$ cat config.mk
export PLATFORM = sky130hd
export DESIGN_NAME = lz78e_ctrl
export DESIGN_NICKNAME = d
export VERILOG_FILES = /design/src/rtl/lz78e_pkg.sv /design/src/rtl/lz78e_ctrl.sv
export SDC_FILE = /design/constraint.sdc
export NUM_CORES = 1
export LEC_CHECK = 0
export BUFFER_PORTS_ARGS = -buffer_cell sky130_fd_sc_hd__buf_2
export CAP_MARGIN = 15
export CORE_ASPECT_RATIO = 0.9
export CORE_MARGIN = 10
export CORE_UTILIZATION = 39
export CTS_CLUSTER_DIAMETER = 40
export CTS_CLUSTER_SIZE = 20
export DETAILED_ROUTE_END_ITERATION = 6
export PLACE_DENSITY = 0.72
export SLEW_MARGIN = 20
export SYNTH_ARGS = -nofsm -noshare
export SYNTH_HDL_FRONTEND = slang
export SYNTH_SLANG_ARGS = --single-unit
$ cat constraint.sdc
create_clock -name clk -period 8.2 [get_ports clk]
set_input_delay 1.64 -clock clk [delete_from_list [all_inputs] [get_ports clk]]
set_output_delay 1.64 -clock clk [all_outputs]
set_load 0.05 [all_outputs]
$ cat src/rtl/lz78e_pkg.sv
// Shared constants and types for the LZ78 byte encoder.
// Used by every module of the block; no dependencies.
package lz78e_pkg;

  localparam int DICT_DEPTH    = 4096;  // default dictionary entries
  localparam int MAX_CODE_BITS = 12;    // ceiling applied to max_bits

  localparam int BYTE_W   = 8;
  localparam int PCODE_W  = 12;  // prefix_code port
  localparam int CWIDTH_W = 4;   // code_width port and max_bits register

  // Configuration port
  localparam int APB_ADDR_W = 3;
  localparam int APB_DATA_W = 32;
  localparam logic REG_MAX_BITS = 1'b0;  // word index of max_bits
  localparam logic [CWIDTH_W-1:0] MAX_BITS_RESET = 4'd12;

  // Memory commands from the controller to the dictionary
  typedef struct packed {
    logic head_rd;  // read child-list head of a code
    logic node_rd;  // read a node (prefix, byte, sibling)
    logic ins_wr;   // insert: write new node and relink parent head
  } dict_ctl_t;

endpackage

$ cat src/rtl/lz78e_ctrl.sv
// Match controller: walks the child list of the current match code, emits
// tokens into the output register and issues dictionary inserts.
// Depends on lz78e_pkg; drives lz78e_dict_mem.
module lz78e_ctrl #(
  parameter int DICT_DEPTH = lz78e_pkg::DICT_DEPTH
) (
  input  logic                            clk,
  input  logic                            rst,
  input  logic [lz78e_pkg::CWIDTH_W-1:0]  max_bits,
  input  logic                            clear_busy,
  // input items
  input  logic                            in_valid,
  output logic                            in_stall,
  input  logic [lz78e_pkg::BYTE_W-1:0]    data_byte,
  input  logic                            is_last,
  // result items
  output logic                            out_valid,
  input  logic                            out_stall,
  output logic [lz78e_pkg::PCODE_W-1:0]   prefix_code,
  output logic [lz78e_pkg::CWIDTH_W-1:0]  code_width,
  output logic [lz78e_pkg::BYTE_W-1:0]    symbol,
  output logic                            end_of_stream,
  // dictionary
  output lz78e_pkg::dict_ctl_t            ctl,
  output logic [$clog2(DICT_DEPTH)-1:0]   head_addr,
  output logic [$clog2(DICT_DEPTH)-1:0]   node_addr,
  output logic [$clog2(DICT_DEPTH)-1:0]   ins_code,
  output logic [$clog2(DICT_DEPTH)-1:0]   ins_prefix,
  output logic [lz78e_pkg::BYTE_W-1:0]    ins_byte,
  output logic [$clog2(DICT_DEPTH)-1:0]   ins_sibling,
  input  logic [$clog2(DICT_DEPTH)-1:0]   head_rdata,
  input  logic [$clog2(DICT_DEPTH)-1:0]   node_prefix,
  input  logic [lz78e_pkg::BYTE_W-1:0]    node_byte,
  input  logic [$clog2(DICT_DEPTH)-1:0]   node_sibling
);

  localparam int CW  = $clog2(DICT_DEPTH);
  localparam int BLW = $clog2(CW + 1);
  localparam logic [CW:0] DEPTH_C = (CW + 1)'(DICT_DEPTH);
  localparam logic [4:0]  MAXB    = 5'(lz78e_pkg::MAX_CODE_BITS);

  localparam logic [1:0] ST_IDLE = 2'd0;
  localparam logic [1:0] ST_HEAD = 2'd1;
  localparam logic [1:0] ST_NODE = 2'd2;
  localparam logic [1:0] ST_EMIT = 2'd3;

  logic [1:0]                       state, state_next;
  logic [CW-1:0]                    match, match_next;
  logic [CW-1:0]                    next_code, next_code_next;
  logic [lz78e_pkg::BYTE_W-1:0]     byte_q, byte_q_next;
  logic                             last_q, last_q_next;
  logic [CW-1:0]                    cur_code, cur_code_next;
  logic                             first, first_next;
  logic [CW-1:0]                    head_val, head_val_next;
  logic                             head_ok, head_ok_next;

  logic                             out_valid_next;
  logic [lz78e_pkg::PCODE_W-1:0]    prefix_code_next;
  logic [lz78e_pkg::CWIDTH_W-1:0]   code_width_next;
  logic [lz78e_pkg::BYTE_W-1:0]     symbol_next;
  logic                             end_of_stream_next;

  logic                             in_take;
  logic [CW:0]                      nc1;
  logic [4:0]                       lim_bits;
  logic                             over_limit;

  function automatic logic [BLW-1:0] bit_len(input logic [CW-1:0] v);
    logic [BLW-1:0] n;
    n = '0;
    for (int i = 0; i < CW; i++) begin
      if (v[i]) n = BLW'(i + 1);
    end
    return n;
  endfunction

  assign in_stall = (state != ST_IDLE) || clear_busy;
  assign in_take  = in_valid && !in_stall;

  // code count limit: 2^min(max_bits, MAX_CODE_BITS), capped at the depth
  always_comb begin
    nc1        = (CW + 1)'(next_code) + (CW + 1)'(1);
    lim_bits   = ({1'b0, max_bits} > MAXB) ? MAXB : {1'b0, max_bits};
    over_limit = ((nc1 >> lim_bits) != '0) || (nc1 >= DEPTH_C);
  end

  assign head_addr   = match;
  assign ins_code    = nc1[CW-1:0];
  assign ins_prefix  = match;
  assign ins_byte    = byte_q;
  assign ins_sibling = head_ok ? head_val : '0;

  always_comb begin
    state_next         = state;
    match_next         = match;
    next_code_next     = next_code;
    byte_q_next        = byte_q;
    last_q_next        = last_q;
    cur_code_next      = cur_code;
    first_next         = first;
    head_val_next      = head_val;
    head_ok_next       = head_ok;
    out_valid_next     = out_valid && out_stall;
    prefix_code_next   = prefix_code;
    code_width_next    = code_width;
    symbol_next        = symbol;
    end_of_stream_next = end_of_stream;
    ctl                = '0;
    node_addr          = head_rdata;

    unique case (state)
      ST_IDLE: begin
        if (in_take) begin
          byte_q_next = data_byte;
          last_q_next = is_last;
          if (is_last) begin
            state_next = ST_EMIT;
          end else begin
            ctl.head_rd = 1'b1;
            state_next  = ST_HEAD;
          end
        end
      end
      ST_HEAD: begin
        head_val_next = head_rdata;
        // a head from an earlier dictionary generation points out of range
        // or at a node whose prefix differs; checked here and in ST_NODE
        if (head_rdata != '0 && head_rdata <= next_code) begin
          ctl.node_rd   = 1'b1;
          node_addr     = head_rdata;
          cur_code_next = head_rdata;
          first_next    = 1'b1;
          state_next    = ST_NODE;
        end else begin
          head_ok_next = 1'b0;
          state_next   = ST_EMIT;
        end
      end
      ST_NODE: begin
        if (first && node_prefix != match) begin
          head_ok_next = 1'b0;
          state_next   = ST_EMIT;
        end else begin
          if (first) head_ok_next = 1'b1;
          if (node_byte == byte_q) begin
            match_next = cur_code;
            state_next = ST_IDLE;
          end else if (node_sibling != '0) begin
            ctl.node_rd   = 1'b1;
            node_addr     = node_sibling;
            cur_code_next = node_sibling;
            first_next    = 1'b0;
          end else begin
            state_next = ST_EMIT;
          end
        end
      end
      ST_EMIT: begin
        if (!out_valid || !out_stall) begin
          out_valid_next     = 1'b1;
          prefix_code_next   = lz78e_pkg::PCODE_W'(match);
          code_width_next    = lz78e_pkg::CWIDTH_W'(bit_len(next_code));
          symbol_next        = byte_q;
          end_of_stream_next = last_q;
          match_next         = '0;
          state_next         = ST_IDLE;
          if (last_q) begin
            next_code_next = '0;
          end else begin
            ctl.ins_wr     = (nc1 < DEPTH_C);
            next_code_next = over_limit ? '0 : nc1[CW-1:0];
          end
        end
      end
      default: begin
        state_next = ST_IDLE;
      end
    endcase
  end

  always_ff @(posedge clk) begin
    if (rst) begin
      state     <= ST_IDLE;
      match     <= '0;
      next_code <= '0;
      head_ok   <= 1'b0;
      first     <= 1'b0;
      out_valid <= 1'b0;
    end else begin
      state     <= state_next;
      match     <= match_next;
      next_code <= next_code_next;
      head_ok   <= head_ok_next;
      first     <= first_next;
      out_valid <= out_valid_next;
    end
  end

  always_ff @(posedge clk) begin
    byte_q        <= byte_q_next;
    last_q        <= last_q_next;
    cur_code      <= cur_code_next;
    head_val      <= head_val_next;
    prefix_code   <= prefix_code_next;
    code_width    <= code_width_next;
    symbol        <= symbol_next;
    end_of_stream <= end_of_stream_next;
  end

`ifndef SYNTHESIS
  a_one_item: assert property (@(posedge clk) disable iff (rst)
    in_take |=> state != ST_IDLE)
    else $error("item accepted while previous one still in progress");

  a_node_in_range: assert property (@(posedge clk) disable iff (rst)
    state == ST_NODE |-> (cur_code != '0 && cur_code <= next_code))
    else $error("walking a node outside the live code range");

  a_insert_code: assert property (@(posedge clk) disable iff (rst)
    ctl.ins_wr |=> (next_code == '0 || next_code == $past(ins_code)))
    else $error("next_code does not follow the inserted code");

  a_emit_waits: assert property (@(posedge clk) disable iff (rst)
    (state == ST_EMIT && out_valid && out_stall) |=> state == ST_EMIT)
    else $error("token dropped while output register was full");
`endif

endmodule
==> results.py <==
metrics = {
    "synthesis": {
        "synth_fp_nets": 544,
        "synth_cell_types": 58,
        "synth-edff-count": 58,
        "synth_ff_type": "edfxtp_1",
        "yosysMostFrequentCell": "edfxtp_1",
        "yosysTopAreaCell": "edfxtp_1",
        "synth_common_cells": "58 x edfxtp_1, 33 x nand2_1, 31 x a21oi_1",
        "synth_top_cell_area_share_pct": 36.19,
        "async_reset_ff_share_pct": 0,
        "synth_warnings": 0,
        "syn_inst": 464,
        "ys_ff_latch": 87,
        "avgSynthCellArea_um2": 10.37,
        "ys_seq_area_share_pct": 48.26,
        "netlist_area_um2": 4812,
        "synth.area.top_cells": "edfxtp_1 36%, dfxtp_1 12%, ha_1 4.7%",
    },
    "job": {
        "maxCapViolCount": 0,
    },
    "cells_and_area": {
        "final_area_um2": 5929,
        "layout.nets": 680,
        "diodes": 0,
        "syn2layout_area_growth_pct": 23.22,
        "drive_above_1_share_pct": 34.21,
    },
    "clock_tree": {
        "ctsResizeCount": 0,
        "htree_levels": 3,
        "cts_buffers": 9,
        "clock-sinks": 87,
        "clk_path_buf_depth": 2,
        "clk_pin_slew_ps": 60,
        "hold_buffers": 0,
        "cts_tree": "done",
        "cts_root_buffer": "clkbuf_16",
        "clock_latency_ps": 350,
        "post_cts_buffers": 0,
    },
    "power_and_ir_drop": {
        "total_power_mw": 1.647,
        "power_density_nw_per_um2": 277.7,
        "power.leakage_nw": 2.557,
        "vdd_drop_max_mv": 0.1250,
    },
    "global_routing": {
        "grt_util_all_layers_pct": 15.45,
        "grt_pass1_vias": 3926,
        "grt_pass1_wl_um": 20990,
        "grt_antenna_before_repair": 0,
        "grt_remaining_overflow": 0,
        "grt_start_max_net_pins": 28,
    },
    "run_status": {
        "status": "finished clean",
    },
    "hold_path": {
        "worstHoldPathType": "reg2reg",
        "hp-start": "last_q$_DFFE_PP_",
        "min_to": "end_of_stream$_DFFE_PP_",
        "holdPathStages": 0,
    },
    "timing": {
        "finClkSkew_ps": 8.078,
        "finalSetupViolCount": 0,
        "max_slew_margin_pct": 32.89,
        "slew_viol_final": 0,
        "rsz0062_at_grt": "false",
        "fin_tns_setup_ps": 0,
        "fin_crit_ps": 5509,
        "final_hold_viol_count": 0,
        "fin_crit_sh_pct": 67.18,
        "tightest_slew_ps": 1005,
        "timing.fmax_mhz": 181.5,
    },
    "worst_setup_path": {
        "critPathRequiredTime_ps": 6560,
        "r2r_setup_slack_ps": 5020,
        "path_max_fanout": 15,
        "path_class": "in2out",
        "r2r-end": "next_code[8]$_SDFFE_PP0P_",
        "crit_path_top_delay_cell": "mux2_2",
        "path_delay_family": "simple AND/OR/NAND/NOR gates",
        "r2r-start": "next_code[8]$_SDFFE_PP0P_",
        "cp_cell_sequence": "buf_2 > xor2_1 > nor4_1 > nand3_1 > nand2_1 > and3b_1 > nand2_1 > mux2_2 > buf_2",
        "slowest_delay_ps": 390,
        "worst-endpoint-arrival_ps": 3870,
        "path_buf_inv": 2,
        "r2r_cells": 10,
        "critPathCaptureType": "output port",
        "startpoint_type": "primary input",
    },
    "floorplan": {
        "pin_count": 160,
        "num_rows": 38,
        "die-height_um": 125.4,
        "dieArea_um2": 17190,
        "dieWidth_um": 137.1,
        "core_um2": 12080,
        "start_util_pct": 39.85,
    },
    "placement": {
        "hpwl_um": 10800,
        "portBuffers": 159,
        "gp_congestion": 0.8902,
        "placed_area_um2": 5610,
    },
    "routing": {
        "drt_iter0_drc": 251,
        "antenna_left": 0,
        "via_count": 3986,
        "routedWlPerCell_um": 18.08,
        "drt-pass1-iter-count": 4,
        "detail_route.vias_per_cell": 5.210,
        "drc_errors": 0,
        "wirelength_um": 13840,
    },
}
==> power by group <==
part / leakage [nW] / switching (mW) / internal [mW] / total [mW]
clock network: 0.150 / 0.175 / 0.248 / 0.423
registers: 0.764 / 0.0439 / 0.576 / 0.620
logic: 1.64 / 0.444 / 0.159 / 0.603
total: 2.56 / 0.664 / 0.983 / 1.65
==> registers in the layout, indices dropped and copies added, names as in the netlist <==
signal,flops
cur_code,12
ins_byte,8
prefix_code,12
head_ok,1
last_q,1
head_addr,12
symbol,8
first,1
out_valid,1
next_code,12
state,2
code_width,4
end_of_stream,1
head_val,12
==> per-stage QoR <==
stage / std cells / util (%) / setup WS, ps / hold WS, ps
2_1_floorplan: 464 / - / 2422 / 428.0
3_3_place_gp: 748 / 46.46 / 2823 / 468.0
3_5_place_dp: 748 / 46.46 / 2716 / 464.0
4_1_cts: 764 / 49.04 / 2707 / 496.2
5_1_grt: 765 / 49.10 / 2539 / 500.3
6_report: 765 / 49.10 / 2691 / 499.0
==> routing by layer <==
metal  GRT usage [%]  wire length [µm]
met2           25.86              6794
met3           5.244              1305
met5               0                 0
met1           17.90              5526
met4           5.452               210
==> worst max-delay path by stage <==
stage,start,slack (ps),cells after the start,endpoint
finish,node_prefix[4],2690,9,node_addr[2]
global route,node_prefix[4],2540,9,ctl[1]
CTS,node_prefix[4],2710,9,node_addr[2]
detailed placement,node_prefix[8],2720,9,node_addr[6]
global placement,node_prefix[4],2820,9,node_addr[5]
floorplan,node_prefix[6],2420,9,ctl[1]
==> cell usage in the layout, fill, tap and decap left out, drive strengths merged, types with 4 or more instances in the layout <==
cell type    n
a21o         9
a21oi       31
a22o         4
a22oi        7
and2        13
and3         4
buf        160
clkbuf      11
dfxtp       29
edfxtp      58
ha          18
inv         26
mux2        18
mux2i        5
nand2       34
nand2b       6
nand3       13
nand3b      13
nand4        9
nor2        25
nor3         8
nor4        13
o211ai       5
o21ai       24
xnor2       14
xor2        12
==> cell families (layout without fill, tap and decap cells) <==
kind of cell    Yosys count  in the layout  synth area share (%)
compound gates          108            108                 14.74
flops                    87             87                 48.26
buf+inv                  60            201                 6.136
mux                      23             23                 5.252
fa+ha+maj                18             18                 4.680
simple gates            142            142                 16.04
xor+xnor                 26             26                 4.888
==> layout make-up <==
cell class / instances / area [µm²]
multi-input combinational: 317 / 2195
clock inverter: 6 / 72.57
sequential: 87 / 2322
inverter: 24 / 90.09
clock buffer: 10 / 239.0
fill: 1151 / 6147
timing repair buffer: 161 / 810.8
tap: 160 / 200.2
Note: power is estimated with default switching activity, not from simulation.
