**src/rtl/lz78e_pkg.sv**
```systemverilog
// Shared constants and types for the LZ78 byte encoder.
// Used by every module of the block; no dependencies.
package lz78e_pkg;

  localparam int DICT_DEPTH    = 4096;  // default dictionary entries
  localparam int MAX_CODE_BITS = 12;    // ceiling applied to max_bits

  localparam int BYTE_W   = 8;
  localparam int PCODE_W  = 12;  // prefix_code port
  localparam int CWIDTH_W = 4;   // code_width port and max_bits register

  // Configuration port
  localparam int APB_ADDR_W = 3;
  localparam int APB_DATA_W = 32;
  localparam logic REG_MAX_BITS = 1'b0;  // word index of max_bits
  localparam logic [CWIDTH_W-1:0] MAX_BITS_RESET = 4'd12;

  // Memory commands from the controller to the dictionary
  typedef struct packed {
    logic head_rd;  // read child-list head of a code
    logic node_rd;  // read a node (prefix, byte, sibling)
    logic ins_wr;   // insert: write new node and relink parent head
  } dict_ctl_t;

endpackage

```
**src/rtl/lz78e_cfg_regs.sv**
```systemverilog
// APB register file for the LZ78 byte encoder: holds max_bits.
// Depends on lz78e_pkg.
module lz78e_cfg_regs (
  input  logic                                  clk,
  input  logic                                  rst,
  input  logic                                  psel,
  input  logic                                  penable,
  input  logic                                  pwrite,
  input  logic [lz78e_pkg::APB_ADDR_W-1:0]      paddr,
  input  logic [lz78e_pkg::APB_DATA_W-1:0]      pwdata,
  output logic [lz78e_pkg::APB_DATA_W-1:0]      prdata,
  output logic                                  pready,
  output logic [lz78e_pkg::CWIDTH_W-1:0]        max_bits
);

  logic reg_sel;
  logic wr_en;

  // byte offset bits are ignored, the word index selects the register
  assign reg_sel = (paddr[lz78e_pkg::APB_ADDR_W-1] == lz78e_pkg::REG_MAX_BITS);
  assign wr_en   = psel && penable && pwrite && reg_sel;
  assign pready  = 1'b1;

  always_ff @(posedge clk) begin
    if (rst) begin
      max_bits <= lz78e_pkg::MAX_BITS_RESET;
    end else if (wr_en) begin
      max_bits <= pwdata[lz78e_pkg::CWIDTH_W-1:0];
    end
  end

  always_comb begin
    prdata = '0;
    if (reg_sel) begin
      prdata = lz78e_pkg::APB_DATA_W'(max_bits);
    end
  end

endmodule

```
**config.mk**
```make
export PLATFORM = sky130hd
export DESIGN_NAME = lz78e_cfg_regs
export DESIGN_NICKNAME = d
export VERILOG_FILES = /design/src/rtl/lz78e_pkg.sv /design/src/rtl/lz78e_cfg_regs.sv
export SDC_FILE = /design/constraint.sdc
export NUM_CORES = 1
export LEC_CHECK = 0
export ABC_AREA = 1
export BUFFER_PORTS_ARGS = -buffer_cell sky130_fd_sc_hd__buf_2
export CORE_MARGIN = 2
export CORE_UTILIZATION = 28
export CTS_BUF_LIST = sky130_fd_sc_hd__clkbuf_2
export DETAILED_ROUTE_END_ITERATION = 10
export GPL_TIMING_DRIVEN = 0
export HOLD_SLACK_MARGIN = 0.06
export PLACE_DENSITY = 0.92
export SETUP_SLACK_MARGIN = 0.15
export SLEW_MARGIN = 5
export SYNTH_ARGS = -nofsm -noshare
export SYNTH_HDL_FRONTEND = slang
export SYNTH_SLANG_ARGS = --single-unit
```
**constraint.sdc**
```tcl
create_clock -name clk -period 0.8 [get_ports clk]
set_input_delay 0.12 -clock clk [delete_from_list [all_inputs] [get_ports clk]]
set_output_delay 0.12 -clock clk [all_outputs]
set_load 0.02 [all_outputs]
```
==> results of run 1 <==
## cell families (layout without fill, tap and decap cells)
| family | after synthesis | after routing |
|---|---|---|
| buffers and inverters | 39 | 59 |
| other | 2 | 29 |
| flip-flops | 4 | 4 |
| AND/OR/NAND/NOR | 23 | 23 |
## stage by stage
step / total power (W) / hold slack [ps] / worst slack, ps / instance area, sq um / instances
final: 0.0007651 / 132.1 / -112.3 / 767.0 / 131
after global routing: 0.0008186 / 116.1 / -165.7 / 767.0 / 131
after CTS: 0.0007655 / 121.9 / -123.7 / 760.7 / 131
after detailed placement: 0.0005594 / 342.4 / 0.5549 / 705.7 / 128
after global placement: 0.0005542 / 333.0 / 33.83 / 705.7 / 128
after floorplan: 0.0005037 / 245.4 / 113.0 / 600.6 / 95
## routing by layer
| metal | share of wire, % | wire (um) | vias to the layer above |
|---|---|---|---|
| met4 | 0 | 0 | 0 |
| met2 | 55 | 492 | 32 |
| met5 | 0 | 0 | - |
| li1 | - | - | 233 |
| met3 | 15 | 135 | 0 |
| met1 | 30 | 265 | 178 |
## final cells by class
cell class | count | area [sq um] | area share, %
Multi-Input combinational cell | 52 | 250.2 | 32.63
Buffer | 29 | 217.7 | 28.39
Timing Repair Buffer | 17 | 131.4 | 17.13
Sequential cell | 4 | 95.09 | 12.40
Inverter | 10 | 37.54 | 4.894
Tap cell | 16 | 20.02 | 2.610
Clock buffer | 3 | 15.01 | 1.958
## power groups by stage
stage	Combinational (W)	Clock, W	Sequential (W)
floorplan	0.000286	0	0.000217
global placement	0.000345	0	0.000209
detailed placement	0.000350	0	0.000209
CTS	0.000369	0.000190	0.000207
global route	0.000402	0.000209	0.000208
finish	0.000375	0.000183	0.000207
## worst paths after layout
kind / slack [ps] / to / depth (start not counted)
max reg2reg: 190 / max_bits[0] / 2
min: 130 / max_bits[3] / 3
max: -110 / prdata[1] / 3
min reg2reg: 490 / max_bits[2] / 2
## timing repair
action / in CTS / in global routing
pin swaps: 4 / 0
resized for setup: 13 / 2
setup endpoints to repair: 8 / 8
cloned: 0 / 0
hold buffers: 0 / 0
## Yosys cell counts, drive strengths merged
| cell type | instances |
|---|---|
| buf | 29 |
| nand3 | 4 |
| nand2 | 9 |
| conb | 2 |
| dfxtp | 4 |
| inv | 10 |
| nor2 | 10 |
## worst reg2reg max path: cells and delay by family, from the launching register on
| kind | cells | cell delay, ps |
|---|---|---|
| and+or+nand+nor | 2 | 160 |
| DFF | 1 | 340 |
==> flow_summary.ini, run 1 <==
[run_status]
status = finished, violations left
violations = negative setup slack

[synth]
synth_compound_area_share_pct = 0
ys_ff_latch = 4
synth_mux_area_share_pct = 0
synth_top_cell_area_share_pct = 47.93
yosysSeqAreaShare_pct = 17.63
synth_top_area_cell = buf_4
yosys.area_share.simple_pct = 24.52
yosys.area_share.xor_xnor_pct = 0
syn_area_sq_um = 454.2
netlist-cell-type-count = 12
synth_top_family_by_area = buffers and inverters
synth_fa_ha_area_share_pct = 0
ys_warn_count = 0
synth.avg_cell_area_sq_um = 6.679
synth_area_leaders = buf_4, dfxtp_1, inv_1
syn_inst = 68

[worst_setup_path]
arrival_ps = 790
critPathMaxFanout = 3
path_delay_family = flip-flops
crit_path_start_kind = flip-flop
crit_chain = inv_2 -> nor2_4 -> buf_6
criticalPathCategory = reg -> out
end_kind = primary output
crit_slowest_cell = dfxtp_4
slowest_delay_ps = 350
crit_required_ps = 680
r2r_start = max_bits[0]
startpoint = max_bits[1]
critPathBufInv = 2

[pwr]
seqPwrFrac_pct = 27.1
ir_drop_mv = 0.3888
power_density_nw_per_um2 = 997.5
clock_power_share_pct = 23.9
combPwrFrac_pct = 49.0
p_sw_share_pct = 39.90
p_switching_w = 0.0003053
p_int_w = 0.0004598
p_leak_nw = 0.4843

[cts]
post-cts-setup-buffer-count = 0
cts.sinks = 4
insertion_delay_ps = 210
cts-htree-levels = 1
clkTransAtPathRegs_ps = 40
cts-buffers-inserted = 3
cts_tree = done
root_buffer = clkbuf_2
clock_path_buffers = 2

[global_routing]
grt_pass1_wl_um = 1338
grt_util_all_layers_pct = 10.08
grt_busiest_layer = met2
grt_max_degree = 7
use_met3_pct = 6.122
antenna_found_initial = 0
grt_overflow_total = 0
grtUsageMet2_pct = 17.94
grt.met1_usage_pct = 7.901
grt_pass1_vias = 368

[worst_hold_path]
min-delay-start = pwdata[3]
worst_hold_path_type = in -> reg

[sta]
max_freq_ghz = 1.096
hold_violations = 0
setup_tns_ps = -462.9
period_minus_slack_ps = 912.3
rsz0062_at_grt = true
fin_ws_ps = -112.3
post-route-period-util_pct = 114.0
clock_skew_ps = 0
setup_viol = 8
drv_slew = 0

[floorplan]
dieHeight_um = 44.28
core_sq_um = 1506
row_count = 14
fp.dieArea_sq_um = 1960
start_util_pct = 30.15
ioPinCount = 77
fp.dieW_um = 44.28

[place]
numPortBuffers = 17
dp_hpwl_um = 811
gp_congestion = 0.6857

[final_layout]
layout_commonest_cell = buf_4
largest_reg_flops = 4
fillers = 160
layout_common_cells = buf_4, conb_1, buf_2
areaGrowthSynthToFinish_pct = 68.87
nets = 157
top_regs = max_bits (4)
top_register = max_bits
drive_above_1_share_pct = 57.39
fin_util_pct = 50.91
antenna_cells = 0

[job]
cap_violations = 0

[route]
dr.pass1.iters = 5
wirelength_um = 893
via_per_inst = 3.382
drt-wirelength-per-cell_um = 6.817
drc_errors = 0
via_count = 443
drt_iter0_drc = 11
ant_nets = 0
No activity file was read; power rests on OpenSTA's default activity.
==> run 2: changes to the inputs <==
Settings changed: CORE_UTILIZATION 28 to 27, CTS_BUF_LIST sky130_fd_sc_hd__clkbuf_2 to sky130_fd_sc_hd__clkbuf_16, PLACE_DENSITY 0.92 to 0.9.
==> run 2 against run 1 <==
Clock skew stayed put; the flow still finishes with violations (negative setup slack); via count down 2.0%; maximum frequency shrank 0.60%; critical endpoint is now prdata[3].
==> flow_summary.ini, run 2 (synthesized netlist as in run 1, its figures left out) <==
[final_layout]
multi_input_area_sq_um = 250.2
final-seq-area_sq_um = 95.09
layout_commonest_cell = buf_4
top_register = max_bits
layout_common_cells = buf_4, conb_1, buf_2
top_regs = max_bits (4)
areaGrowthSynthToFinish_pct = 81.82
largest_reg_flops = 4
drive_above_1_share_pct = 57.39
fillers = 154
nets = 157
antenna_cells = 0

[run_status]
violations = negative setup slack
status = finished, violations left

[pwr]
power_density_nw_per_um2 = 1631
p_leak_nw = 0.5076
ir_drop_mv = 1.021

[route]
via_per_inst = 3.313
drt-wirelength-per-cell_um = 7.153
maxUsedRoutingLayer = met3
wl_met2_um = 535
via_count = 434
wirelength_um = 937
dr.pass1.iters = 4
wl_met1_um = 287
drt_iter0_drc = 1
ant_nets = 0
dr_wl_met3_um = 114
drc_errors = 0

[cts]
cts_tree = done
cts-buffers-inserted = 3
cts-htree-levels = 1
clock_path_buffers = 2
clkTransAtPathRegs_ps = 30
root_buffer = clkbuf_16
insertion_delay_ps = 220
post-cts-setup-buffer-count = 0
cts.sinks = 4

[sta]
setup_tns_ps = -546.7
fin_ws_ps = -117.9
post-route-period-util_pct = 114.7
clock_skew_ps = 0
rsz0062_at_grt = true
max_freq_ghz = 1.089
hold_violations = 0
setup_viol = 8
drv_slew = 0
whs_ps = 118.7
period_minus_slack_ps = 917.9

[global_routing]
antenna_found_initial = 0
grt_pass1_wl_um = 1317
grt_util_all_layers_pct = 8.964
grt_max_degree = 7
grt_overflow_total = 0
grt_pass1_vias = 330

[floorplan]
dieHeight_um = 45.02
start_util_pct = 29.46
core_sq_um = 1541
fp.dieW_um = 45.02
fp.dieArea_sq_um = 2026
row_count = 14
ioPinCount = 77

[job]
cap_violations = 0

[place]
dp_hpwl_um = 786.2
numPortBuffers = 17
gp_congestion = 0.6832

[worst_setup_path]
crit_chain = inv_2 -> nor2_4 -> buf_6
crit_required_ps = 680
arrival_ps = 800
crit_slowest_cell = dfxtp_4
critPathBufInv = 2
r2r_start = max_bits[0]
criticalPathCategory = reg -> out
slowest_delay_ps = 350
path_delay_family = flip-flops
startpoint = max_bits[3]
end_kind = primary output
critPathMaxFanout = 3
crit_path_start_kind = flip-flop

[worst_hold_path]
worst_hold_path_type = in -> reg
min-delay-start = pwdata[2]
run 2: cell counts in the layout (fill, tap and decap cells not counted):
Identical to the previous run, type by type.
run 2: layer usage:
| metal | vias up | global-route usage (%) |
|---|---|---|
| li1 | 233 | - |
| met1 | 176 | 7.543 |
| met2 | 25 | 18.86 |
| met3 | 0 | 3.600 |
| met4 | 0 | 1.765 |
| met5 | - | 0 |
run 2: where the power goes:
group	internal, W	switching, W
sequential	0.000200	0.00000841
combinational	0.000159	0.000217
clock	0.000637	0.000125
run 2: worst paths after layout:
check                              endpoint  slack (ps)  depth (start not counted)
worst max-delay path              prdata[3]        -120                          3
worst min-delay path            max_bits[2]         120                          3
worst max register to register  max_bits[0]         200                          2
worst min register to register  max_bits[3]         490                          2
run 2: layout make-up:
type,count,area share (%)
multi-input cells,52,30.30
plain buffers,29,26.36
repair buffers,17,15.45
flip-flops and latches,4,11.52
clock buffers,3,9.091
inverters,10,4.848
well taps,16,2.424
run 2: what timing repair did:
action / CTS / global route
endpoints found under the setup margin: 8 / 9
cloned: 0 / 0
pin swaps: 4 / 0
hold buffers: 0 / 0
gates resized for setup: 11 / 4
run 2: per-stage QoR:
step                power (W)  setup slack (ps)  area, sq um  cells  utilization, %
floorplan           0.0005037             113.0        600.6     95               -
global placement    0.0005545             31.55        705.7    128           45.78
detailed placement  0.0005590            -9.201        705.7    128           45.78
CTS                  0.001343            -121.2        813.3    131           52.76
global route         0.001403            -142.0        825.8    131           53.57
finish               0.001347            -117.9        825.8    131           53.57
run 2: tightest hold or removal path: cells and delay by family:
family,cells,cell delay [ps]
and+or+nand+nor,2,110
buffers and inverters,1,80
==> run 3: changes to the inputs <==
Settings changed: REMOVE_ABC_BUFFERS set to 1.
==> run 3 against run 2 <==
First-iteration DRC count did not move; clock power rose by 1%; wire length shrank 15%; register-to-register slack lost 80 ps; sequential power rose by 3%; the flow still finishes with violations (negative setup slack); critical path type unchanged; cell count down 20%; worst hold slack got worse by 3.0 ps; via count down 16%; non-clock buffer count down 26; critical path depth did not move; maximum frequency fell by 0.37%; clock skew unchanged.
==> flow_summary.ini, run 3 (synthesized netlist as in run 1, its figures left out) <==
[worst_setup_path]
arrival_ps = 800
r2r_start = max_bits[1]
critPathBufInv = 2
crit_chain = inv_1 -> nor2_1 -> buf_4
r2r-end = max_bits[1]
rr_worst_depth = 3
critPathMaxFanout = 3
criticalPathCategory = reg -> out
crit_path_start_kind = flip-flop
crit_required_ps = 680
crit_slowest_cell = dfxtp_2
slowest_delay_ps = 330
path_delay_family = flip-flops
rrSetupSlack_ps = 120
end_kind = primary output

[floorplan]
dieHeight_um = 45.02
row_count = 14
fp.dieW_um = 45.02
core_sq_um = 1541
ioPinCount = 77
fp.dieArea_sq_um = 2026
start_util_pct = 29.46

[final_layout]
final-seq-area_sq_um = 85.08
largest_reg_flops = 4
layout_commonest_cell = conb_1
top_regs = max_bits (4)
drive_above_1_share_pct = 39.33
fillers = 160
multi_input_area_sq_um = 235.2
top_register = max_bits
nets = 131
areaGrowthSynthToFinish_pct = 31.13
layout_common_cells = conb_1, inv_1, buf_2
fin_util_pct = 38.64
antenna_cells = 0
layoutNonFillerInstCount = 105

[route]
dr.pass1.iters = 2
drt_iter0_drc = 1
wirelength_um = 799
via_count = 364
dr_wl_met3_um = 117
drt-wirelength-per-cell_um = 7.610
via_per_inst = 3.467
wl_met2_um = 416
drc_errors = 0
wl_met1_um = 230
maxUsedRoutingLayer = met4
ant_nets = 0

[worst_hold_path]
worst_hold_path_type = in -> reg
min_path_cells = 3
min-delay-start = pwdata[3]
hold_end = max_bits[3]

[global_routing]
grt_overflow_total = 0
grt_pass1_vias = 274
grt_pass1_wl_um = 1055
grt_util_all_layers_pct = 7.813
antenna_found_initial = 0
grt_max_degree = 7

[sta]
rsz0062_at_grt = true
max_freq_ghz = 1.085
hold_violations = 0
fin_ws_ps = -121.3
post-route-period-util_pct = 115.2
clock_skew_ps = 0
drv_slew = 0
setup_viol = 8
period_minus_slack_ps = 921.3

[job]
cap_violations = 0

[cts]
cts_tree = done
clkTransAtPathRegs_ps = 30
clock_path_buffers = 2
insertion_delay_ps = 220
root_buffer = clkbuf_16
cts.sinks = 4
cts-buffers-inserted = 3
cts-htree-levels = 1

[place]
dp_hpwl_um = 628.7
gp_congestion = 0.6365
dp.cells = 99
numPortBuffers = 17
dp_slack_ps = 48.96

[run_status]
violations = negative setup slack
status = finished, violations left

[pwr]
p_leak_nw = 0.3664
power_density_nw_per_um2 = 2089
ir_drop_mv = 0.4251
run 3: cell types whose count changed in the layout (fill, tap and decap cells not counted), sizes merged:
cell  delta
buf     -26
run 3: cell type report:
cell class | instances | area share, %
Sequential cell | 4 | 14.29
Tap cell | 16 | 3.361
Multi-Input combinational cell | 52 | 39.50
Clock buffer | 3 | 12.61
Inverter | 10 | 6.303
Timing Repair Buffer | 20 | 23.95
run 3: where the power goes:
part | switching, W | total (W) | internal, W | leakage [nW]
sequential | 0.00000464 | 0.000214 | 0.000210 | 0.0326
clock | 0.000135 | 0.000773 | 0.000638 | 0.0370
combinational | 0.000194 | 0.000257 | 0.0000638 | 0.297
total | 0.000333 | 0.00124 | 0.000911 | 0.366
run 3: worst max path at each step:
stage / from / end / depth (start not counted)
2_1_floorplan: max_bits[0] / prdata[0] / 2
3_3_place_gp: max_bits[0] / prdata[0] / 3
3_5_place_dp: paddr[2] / max_bits[3] / 5
4_1_cts: max_bits[3] / prdata[3] / 3
5_1_grt: max_bits[3] / prdata[3] / 3
6_report: max_bits[3] / prdata[3] / 3
run 3: stage by stage:
step | setup TNS (ps) | hold WS [ps] | instance area (sq um) | total power [W]
6_report | -642.5 | 115.6 | 595.6 | 0.001244
3_3_place_gp | 0 | 332.6 | 442.9 | 0.0004391
5_1_grt | -818.0 | 125.2 | 595.6 | 0.001284
3_5_place_dp | 0 | 344.2 | 442.9 | 0.0004416
4_1_cts | -627.8 | 118.6 | 556.8 | 0.001227
2_1_floorplan | -406.0 | 246.1 | 337.8 | 0.0003923
run 3: routing by layer:
layer	global-route usage, %	up-vias
li1	-	180
met1	6.326	147
met2	12.29	32
met3	3.200	5
met4	10.59	0
met5	0	-
run 3: tightest hold or removal path, cell delays in order:
cell and delay [ps]:
buf_2 70, nand2_1 40, nand3_1 70
run 3: what timing repair did:
action | CTS | global route
hold buffers | 0 | 0
gates resized for setup | 11 | 9
setup buffers | 2 | 1
pin swaps | 2 | 0
endpoints found under the setup margin | 8 | 10
